==> src/design/pdt_pkg.sv <==
// Shared types, opcodes and constants of the packed date/time tick counter.
package pdt_pkg;

	// opcodes
	localparam logic [1:0] OP_TICK      = 2'd0;
	localparam logic [1:0] OP_LOAD_TIME = 2'd1;
	localparam logic [1:0] OP_LOAD_DATE = 2'd2;

	localparam logic [11:0] TICK_PERIOD_MS = 12'd2000;
	localparam logic [10:0] ACC_SAT        = 11'd1999;

	// time word fields
	localparam logic [15:0] TIME_SEC_CLR   = 16'hFFE0;
	localparam logic [15:0] TIME_MIN_INC   = 16'h0020;
	localparam logic [5:0]  TIME_MIN_WRAP  = 6'd60;
	localparam logic [15:0] TIME_MIN_CLR   = 16'hF81F;
	localparam logic [15:0] TIME_HOUR_INC  = 16'h0800;
	localparam logic [4:0]  TIME_SEC_WRAP  = 5'd30;
	localparam logic [4:0]  TIME_HOUR_WRAP = 5'd24;

	// date word fields
	localparam logic [15:0] DATE_DAY_CLR   = 16'hFFE0;
	localparam logic [15:0] DATE_MONTH_INC = 16'h0021;
	localparam logic [3:0]  DATE_MONTH_MAX = 4'd12;
	localparam logic [15:0] DATE_YEAR_KEEP = 16'hFE00;
	localparam logic [15:0] DATE_YEAR_INC  = 16'h0221;
	localparam logic [4:0]  DATE_DAY_LAST  = 5'd31;
	localparam logic [4:0]  DATE_DAY_FEB   = 5'd28;
	localparam logic [4:0]  DATE_DAY_LEAP  = 5'd29;
	localparam logic [3:0]  MONTH_FEB      = 4'd2;

	typedef struct packed {
		logic [1:0]  opcode;
		logic [10:0] tick_ms;
		logic [15:0] load_value;
	} cmd_t;

	typedef struct packed {
		logic [15:0] time_word;
		logic [15:0] date_word;
		logic [31:0] uptime_ms;
	} rsp_t;

	// time advance result
	typedef struct packed {
		logic [15:0] time_word;
		logic        day_wrap;
	} tadv_t;

	// days per month; unused month codes have none
	function automatic logic [4:0] month_len(input logic [3:0] mon);
		logic [4:0] len;
		unique case (mon)
			4'd1, 4'd3, 4'd5, 4'd7, 4'd8, 4'd10, 4'd12: len = 5'd31;
			4'd2:                                     len = 5'd28;
			4'd4, 4'd6, 4'd9, 4'd11:                  len = 5'd30;
			default:                                  len = 5'd0;
		endcase
		return len;
	endfunction

endpackage

==> src/design/pdt_date_adv.sv <==
// One-day advance of the packed date word.
module pdt_date_adv (
	input  logic [15:0] date_cur,
	output logic [15:0] date_nxt
);
	import pdt_pkg::*;

	logic [15:0] inc;
	logic [15:0] d;
	logic [15:0] m;
	logic        bump;
	logic        leap_feb;

	always_comb begin
		inc      = date_cur + 16'd1;
		leap_feb = (inc[8:5] == MONTH_FEB) && (inc[10:9] == 2'd0);
		if (date_cur[4:0] == DATE_DAY_LAST) begin
			d    = date_cur;
			bump = 1'b1;
		end else begin
			d = inc;
			if (inc[4:0] > DATE_DAY_FEB) begin
				bump = leap_feb ? (inc[4:0] > DATE_DAY_LEAP)
				                : (inc[4:0] > month_len(inc[8:5]));
			end else begin
				bump = 1'b0;
			end
		end
		m = (d & DATE_DAY_CLR) + DATE_MONTH_INC;
		if (m[8:5] > DATE_MONTH_MAX) begin
			m = (m & DATE_YEAR_KEEP) + DATE_YEAR_INC;
		end
		date_nxt = bump ? m : d;
	end

endmodule

==> src/design/pdt_time_adv.sv <==
// One 2-second advance of the packed time word, with day wrap flag.
module pdt_time_adv (
	input  logic [15:0]   time_cur,
	output pdt_pkg::tadv_t adv
);
	import pdt_pkg::*;

	logic [15:0] t;

	always_comb begin
		t            = time_cur + 16'd1;
		adv.day_wrap = 1'b0;
		if (t[4:0] == TIME_SEC_WRAP) begin
			t = (t & TIME_SEC_CLR) + TIME_MIN_INC;
			if (t[10:5] == TIME_MIN_WRAP) begin
				t = (t & TIME_MIN_CLR) + TIME_HOUR_INC;
				if (t[15:11] == TIME_HOUR_WRAP) begin
					t            = 16'd0;
					adv.day_wrap = 1'b1;
				end
			end
		end
		adv.time_word = t;
	end

endmodule

==> src/design/packed_date_time_tick_counter.sv <==
// Top level of the packed date/time tick counter.
// Each command item (tick, load time word, load date word) yields exactly one
// result item with the time word, date word and uptime as they stand after
// that command. Throughput is one item per clock: the command sits in an
// input register, the tick/time/date update is a short add-and-compare chain
// that writes the state registers and the result register in the same cycle,
// so the next command sees the updated state right away. Result valid is set
// in the result register, behind the input register. The result register and the
// input register together let one new item in while a finished result waits;
// if the result side stalls longer, cmd_ready drops. A tick moves the time
// word by at most one 2-second step; a surplus beyond that saturates the
// millisecond accumulator at 1999. Hour 24 clears the time word and advances
// the date by one day, with a leap February when the year field is a
// multiple of four. Opcode 3 changes nothing and just reports the state.
module packed_date_time_tick_counter (
	input  logic          clk,
	input  logic          arst_n,
	input  logic          cmd_valid,
	output logic          cmd_ready,
	input  pdt_pkg::cmd_t cmd,
	output logic          rsp_valid,
	input  logic          rsp_ready,
	output pdt_pkg::rsp_t rsp
);
	import pdt_pkg::*;

	// input stage
	logic        cmd_valid_s1;
	cmd_t        cmd_s1;
	// result stage
	logic        rsp_valid_s2;
	rsp_t        rsp_s2;
	// clock state
	logic [10:0] ms_acc_q;
	logic [15:0] time_q;
	logic [15:0] date_q;
	logic [31:0] uptime_q;

	logic        advance;
	logic        s1_fire;

	logic [11:0] acc_sum;
	logic [11:0] acc_sub;
	logic        step;
	logic [10:0] acc_nxt;
	tadv_t       tadv;
	logic [15:0] date_adv;

	logic [10:0] ms_acc_d;
	logic [15:0] time_d;
	logic [15:0] date_d;
	logic [31:0] uptime_d;

	// result register frees up when empty or being taken
	assign advance   = !rsp_valid_s2 || rsp_ready;
	assign s1_fire   = cmd_valid_s1 && advance;
	assign cmd_ready = !cmd_valid_s1 || advance;
	assign rsp_valid = rsp_valid_s2;
	assign rsp       = rsp_s2;

	pdt_time_adv u_time (
		.time_cur (time_q),
		.adv      (tadv)
	);

	pdt_date_adv u_date (
		.date_cur (date_q),
		.date_nxt (date_adv)
	);

	// millisecond accumulator: one 2 s step at most, saturating leftover
	always_comb begin
		acc_sum = {1'b0, ms_acc_q} + {1'b0, cmd_s1.tick_ms};
		acc_sub = acc_sum - TICK_PERIOD_MS;
		step    = acc_sum >= TICK_PERIOD_MS;
		if (!step) begin
			acc_nxt = acc_sum[10:0];
		end else if (acc_sub >= TICK_PERIOD_MS) begin
			acc_nxt = ACC_SAT;
		end else begin
			acc_nxt = acc_sub[10:0];
		end
	end

	always_comb begin
		ms_acc_d = ms_acc_q;
		time_d   = time_q;
		date_d   = date_q;
		uptime_d = uptime_q;
		unique case (cmd_s1.opcode)
			OP_TICK: begin
				ms_acc_d = acc_nxt;
				uptime_d = uptime_q + {21'd0, cmd_s1.tick_ms};
				if (step) begin
					time_d = tadv.time_word;
					if (tadv.day_wrap) begin
						date_d = date_adv;
					end
				end
			end
			OP_LOAD_TIME: time_d = cmd_s1.load_value;
			OP_LOAD_DATE: date_d = cmd_s1.load_value;
			default: ;
		endcase
	end

	always_ff @(posedge clk or negedge arst_n) begin
		if (!arst_n) begin
			cmd_valid_s1 <= 1'b0;
		end else if (cmd_ready) begin
			cmd_valid_s1 <= cmd_valid;
		end
	end

	always_ff @(posedge clk) begin
		if (cmd_ready && cmd_valid) begin
			cmd_s1 <= cmd;
		end
	end

	always_ff @(posedge clk or negedge arst_n) begin
		if (!arst_n) begin
			rsp_valid_s2 <= 1'b0;
		end else if (advance) begin
			rsp_valid_s2 <= cmd_valid_s1;
		end
	end

	always_ff @(posedge clk) begin
		if (s1_fire) begin
			rsp_s2.time_word <= time_d;
			rsp_s2.date_word <= date_d;
			rsp_s2.uptime_ms <= uptime_d;
		end
	end

	always_ff @(posedge clk or negedge arst_n) begin
		if (!arst_n) begin
			ms_acc_q <= '0;
			time_q   <= '0;
			date_q   <= '0;
			uptime_q <= '0;
		end else if (s1_fire) begin
			ms_acc_q <= ms_acc_d;
			time_q   <= time_d;
			date_q   <= date_d;
			uptime_q <= uptime_d;
		end
	end

`ifndef NO_ASSERTIONS
	a_acc_range: assert property (@(posedge clk) disable iff (!arst_n)
		{1'b0, ms_acc_q} < TICK_PERIOD_MS)
		else $error("ms accumulator out of range");

	a_uptime_only_tick: assert property (@(posedge clk) disable iff (!arst_n)
		!(s1_fire && cmd_s1.opcode == OP_TICK) |=> $stable(uptime_q))
		else $error("uptime moved without a tick");

	a_rsp_follows: assert property (@(posedge clk) disable iff (!arst_n)
		s1_fire |=> rsp_valid_s2)
		else $error("processed item lost before result stage");

	a_rsp_matches_state: assert property (@(posedge clk) disable iff (!arst_n)
		s1_fire |=> (rsp_s2.time_word == time_q && rsp_s2.date_word == date_q
			&& rsp_s2.uptime_ms == uptime_q))
		else $error("result does not match updated state");
`endif

endmodule

==> config.mk <==
export PLATFORM = sky130hd
export DESIGN_NAME = packed_date_time_tick_counter
export DESIGN_NICKNAME = d
export VERILOG_FILES = /design/src/design/pdt_pkg.sv /design/src/design/pdt_date_adv.sv /design/src/design/pdt_time_adv.sv /design/src/design/packed_date_time_tick_counter.sv
export SDC_FILE = /design/constraint.sdc
export NUM_CORES = 1
export LEC_CHECK = 0
export ABC_AREA = 1
export ABC_CLOCK_PERIOD_IN_PS = 6700
export BUFFER_PORTS_ARGS = -buffer_cell sky130_fd_sc_hd__buf_2
export CAP_MARGIN = 25
export CORE_ASPECT_RATIO = 0.9
export CORE_MARGIN = 8
export CORE_UTILIZATION = 37
export CTS_CLUSTER_DIAMETER = 100
export DETAILED_ROUTE_END_ITERATION = 16
export PLACE_DENSITY = 0.51
export RECOVER_POWER = 50
export SLEW_MARGIN = 20
export SYNTH_ARGS = -nofsm -noshare
export SYNTH_HDL_FRONTEND = slang
export SYNTH_SLANG_ARGS = --single-unit
==> constraint.sdc <==
create_clock -name clk -period 6.7 [get_ports clk]
set_input_delay 0 -clock clk [delete_from_list [all_inputs] [get_ports clk]]
set_output_delay 0 -clock clk [all_outputs]
set_load 0.02 [all_outputs]
# Word-level counts from Yosys, hierarchy flattened

Memories as Yosys holds them, arrays and structs flattened.
Cells that the tools add are included.
Widths: inputs -> output; s select.

Equal/unequal tests: 7
Order comparisons: 6
Reduce and logical (&&, ||, !) cells: 10
$add $sub $neg: 9
Muxes and demuxes: 22

Operators by type and width:

| kind                   | number |
|---|---|
| $mux 16                | 9 |
| $pmux 16 s2            | 2 |
| $add 16x1->16 const B  | 2 |
| $add 16x6->16 const B  | 2 |
| $add 32x11->32         | 1 |
| $mux 32                | 1 |
| $ge 12x11->1 const B   | 2 |
| $mux 11                | 2 |
| $add 16x10->16 const B | 1 |
| $add 16x12->16 const B | 1 |
| $eq 5x5->1 const B     | 3 |
| $add 11x11->12         | 1 |
| $sub 12x11->12 const B | 1 |
| $gt 5x5->1 const B     | 2 |
| $mux 5                 | 2 |
| $eq 6x6->1 const B     | 1 |
| $mux 1                 | 6 |
| $gt 5x5->1             | 1 |
| $eq 4x2->1 const B     | 1 |
| $gt 4x4->1 const B     | 1 |
| $logic_not 2->1        | 2 |
| $logic_and 1x1->1      | 3 |
| $eq 2x1->1 const B     | 1 |
| $eq 2x2->1 const B     | 1 |
| 3 further kinds        | 5 |

Register bits after elaboration: 170
Word-level logic and storage cells: 67
Memory bits (read-only): 80
Memories kept: 1
Bits of input ports: 33
Output and inout port bits: 66

Memories:

| name             | words | width | rd ports | clocked after memory_dff | write ports | line          | text |
|---|---|---|---|---|---|---|---|
| (name not given) | 16    | 5     | 1        | 0                        | 0           | pdt_pkg.sv:53 | `unique case (mon)` |

# Depth between registers and ports, before layout

Depth in word-level cells: 12
Gate-level depth with buffers: 27
Gate-level depth less buffers: 27

# By module

Synthesis repeated with hierarchy kept, for this count alone.

Cells, all modules: 1589
Area, all modules: 11940.2 sq um

Modules (own cells, without submodules):

| module                        | sequential area each (sq um) | instances | cells an instance | area each (sq um) |
|---|---|---|---|---|
| packed_date_time_tick_counter | 4719.5                       | 1         | 1088              | 9286.4 |
| pdt_date_adv                  | 0.0                          | 1         | 276               | 1407.6 |
| pdt_time_adv                  | 0.0                          | 1         | 225               | 1246.2 |

# Least setup slack after synthesis

No wires, ideal clock.

Path kind: register to register
Start point: register date_q[0]
End point: register rsp_s2, in the netlist rsp[45] (data pin)
Data required time: 6.442 ns
Clock period less this slack: 3.279 ns
Buffers on the path: 1
Setup time: 0.258 ns
Data arrival time: 3.021 ns
Stages on the path, launching flop included: 24
Path slack: 3.421 ns
Path through: dfrtp_1 ha_1 nand2_1 nor2_2 ha_1 buf_2 clkinv_1 nand3_1 nand2_1 ha_1 nand2_1 nor2_2 xor2_1 inv_1 ha_1 nand3_1 nor2_1 nand2_1 nand2_1 nand2_1 o21ai_1 nand2_1 nand3_1 nand2_1

Cells in the longest elaborated chain, start to end: 12
Elaborated cells on any way between the ends: 23
Those cells by class: add/sub: 3; order compare: 4; eq/ne: 2; mux: 11; reduce/logical: 2; memory: 1

Ends and longest elaborated chain:

| item                                                                  | line                                 | text |
|---|---|---|
| start, declared                                                       | packed_date_time_tick_counter.sv:36  | `logic [15:0] date_q;` |
| start signal, assigned                                                | packed_date_time_tick_counter.sv:146 | `date_q <= date_d;` |
| parallel branches: the longest is 8 deep, another holds $add 16x1->16 | -                                    |  |
| $mux 16 *                                                             | pdt_date_adv.sv:33                   | `date_nxt = bump ? m : d;` |
| $mux 16 *                                                             | packed_date_time_tick_counter.sv:96  | `if (tadv.day_wrap) begin` |
| $mux 16 *                                                             | packed_date_time_tick_counter.sv:94  | `if (step) begin` |
| $pmux 16 s2 *                                                         | packed_date_time_tick_counter.sv:90  | `unique case (cmd_s1.opcode)` |
| named net date_d[13]                                                  | packed_date_time_tick_counter.sv:51  | `logic [15:0] date_d;` |
| end, declared                                                         | packed_date_time_tick_counter.sv:32  | `rsp_t rsp_s2;` |

Mark *: on every way through the listed nets, which the timed path passes. The select of a mux whose other input is x is not followed.
A chain may end at the register's enable or synchronous reset.

==> results.json <==
{
  "port_buffers": 98,
  "tns_ns": 0,
  "relSlewSlack_pct": -133.9,
  "gp_congestion": 0.9626,
  "ir_drop_uv": 194.8,
  "ys_warn_count": 0,
  "routed_via_density": 5.010,
  "cts.sinks": 170,
  "grt_max_degree": 85,
  "row_count": 59,
  "gr-total-overflow": 0,
  "final_hold_viol_count": 0,
  "grt_use_met1_pct": 27.37,
  "path_clk_slew_ns": 0.08,
  "pre_cts_slack_ns": 2.436,
  "cts_buffer_depth": 2,
  "avgSynthCellArea_um2": 7.795,
  "insertion_delay_ns": 0.44,
  "crit_fanout": 56,
  "slew_violations": 117,
  "post-place-cells": 1801,
  "ant_nets": 0,
  "grt.met3_usage_pct": 3.516,
  "cts_root_buf": "clkbuf_16",
  "wl_per_cell_um": 16.43,
  "ys_async_sr_fraction_pct": 45.29,
  "power_density_nw_per_um2": 407.4,
  "synth_nets": 1441,
  "cap_violations": 3,
  "grtUsageTotal_pct": 18.04,
  "synth_common_cells": "nand2_1 (414), inv_1 (178), o21ai_0 (123), nand3_1 (97), edfxtp_1 (93)",
  "final_cells": 1867,
  "hp-class": "in2reg",
  "routed_wirelength_um": 30670,
  "fp.dieH_um": 177.0,
  "syn-instance-count": 1367,
  "drcViolationCount": 0,
  "p_leak_nw": 5.557,
  "dieArea_um2": 34490,
  "synth_top_area_share_pct": 26.21,
  "cp-end-kind": "async pin",
  "initial_core_util_pct": 37.20,
  "yosysMostFrequentCell": "nand2_1",
  "finalCritPeriodShare_pct": 66.23,
  "grt_pass1_wl_um": 49240,
  "rsz0062_at_grt": "no",
  "fin_crit_ns": 4.437,
  "syn-cell-area_um2": 10660,
  "grt_pass1_vias": 8978,
  "yosysSeqAreaShare_pct": 44.29,
  "setup_slack_ns": 2.263,
  "start_kind": "input port",
  "drive_gt1_share_pct": 7.595,
  "skew_ns": 0.01749,
  "drtPass1Iterations": 5,
  "final_util_pct": 43.07,
  "grt_use_met2_pct": 25.51,
  "cts_max_level": 4,
  "max_freq_mhz": 225.4,
  "num_vias": 9354,
  "status": "finished, violations left",
  "hold_path_depth": 2,
  "antennaDiodeCount": 0,
  "yosysTopAreaCell": "edfxtp_1",
  "grt_antenna_before_repair": 0,
  "cts_tree": "built",
  "dr.first_iter.drc_count": 835,
  "synth-edff-count": 93,
  "fin_hold_ws_ns": 0.2598,
  "cts_buffers": 17,
  "violations": "capacitance limit, slew limit",
  "yosysUniqueCellTypes": 40,
  "dpl.hpwl_um": 22210,
  "worst-r2r-cell-count": 20,
  "tightestPinTransition_ns": 3.509,
  "setup-violations-final": 0,
  "post-cts-setup-buffers": 0,
  "die_w_um": 194.9,
  "areaGrowthSynthToFinish_pct": 15.77,
  "synth_top_flop_cell": "edfxtp_1",
  "io_pins": 99,
  "cp.required_ns": 6.44,
  "holdBufCountCts": 34,
  "cp.arrival_ns": 4.18,
  "core_um2": 28640,
  "post_cts_resized": 0,
  "synth_seq_cells": 170,
  "synth_area_leaders": "edfxtp_1 (26%), dfrtp_1 (18%), nand2_1 (15%), inv_1 (6.3%), o21ai_0 (5.8%)",
  "grt-busiest-layer": "met1",
  "path_class": "in2async",
  "final_nets": 1562
}
[where the power goes]
part / leakage, nW / total [mW] / internal (mW) / switching, mW
clock: 0.293 / 1.01 / 0.576 / 0.434
sequential: 1.91 / 1.75 / 1.47 / 0.283
combinational: 3.36 / 2.27 / 0.724 / 1.54
total: 5.56 / 5.03 / 2.77 / 2.26
[cells in the final DEF, fill, tap and decap left out, types with 6 or more instances in the layout]
| cell | count |
|---|---|
| xnor2_1 | 9 |
| nand4_1 | 22 |
| nor2_1 | 74 |
| nor3_1 | 12 |
| o211ai_1 | 12 |
| o22ai_1 | 15 |
| ha_1 | 39 |
| nand2_1 | 414 |
| nor2_4 | 8 |
| nand2_2 | 15 |
| dfrtp_1 | 77 |
| buf_2 | 27 |
| inv_1 | 178 |
| o221ai_1 | 13 |
| o21ai_0 | 123 |
| xor2_1 | 46 |
| clkbuf_1 | 76 |
| nor2_2 | 12 |
| a21oi_1 | 33 |
| clkbuf_16 | 18 |
| dlygate4sd3_1 | 34 |
| edfxtp_1 | 93 |
| inv_2 | 6 |
| nand3_1 | 97 |
[area by class of cell]
class,instances,area (µm²)
Clock buffer,24,513.0
Inverter,186,700.7
Fill cell,2961,16310
Sequential cell,170,4720
Tap cell,366,457.9
Clock inverter,8,77.57
Multi-Input combinational cell,974,5084
Timing Repair Buffer,139,783.3
[metal layers]
layer	share of wire [%]	up-vias
met5	0	-
met4	1.8	0
met3	4.8	34
met2	40	213
met1	54	4370
li1	-	4737
[worst max-delay path, stage by stage]
cell and delay [ns]:
dlygate4sd3_1 0.52, dlygate4sd3_1 0.54, clkbuf_1 0.53, clkbuf_1 2.51
[sequential cells by signal (all words and copies together) (netlist names)]
signal        cells
rsp              64
date_q           16
uptime_q         32
ms_acc_q         11
rsp_valid         1
cmd_valid_s1      1
time_q           16
cmd_s1           29
[stage by stage]
step,total power [mW],area (µm²)
after global placement,4.019,11510
final,5.026,12340
after floorplan,3.396,10660
after detailed placement,4.017,11510
after global routing,5.453,12340
after CTS,5.072,12440
[path summary, 6_finish.rpt]
check                      startpoint           to  slack [ns]
setup / recovery               arst_n   time_q[13]        2.26
hold / removal                cmd[12]   cmd_s1[12]        0.26
setup reg to reg           cmd_s1[16]   date_q[12]        2.38
hold reg to reg            date_q[15]   date_q[15]        0.49
max in group clk           cmd_s1[16]   date_q[12]        2.38
min in group asynchronous      arst_n  uptime_q[0]        0.65
[logic make-up (layout without fill, tap and decap cells)]
family          Yosys count  count (layout)  share of synthesized area, %
buf+inv                 223             357                         8.020
xor+xnor                 55              55                         4.521
flops                   170             170                         44.29
fa+ha+maj                41              41                         4.955
simple gates            665             665                         26.84
compound gates          213             213                         11.37
(Power assumes the default switching activity.)
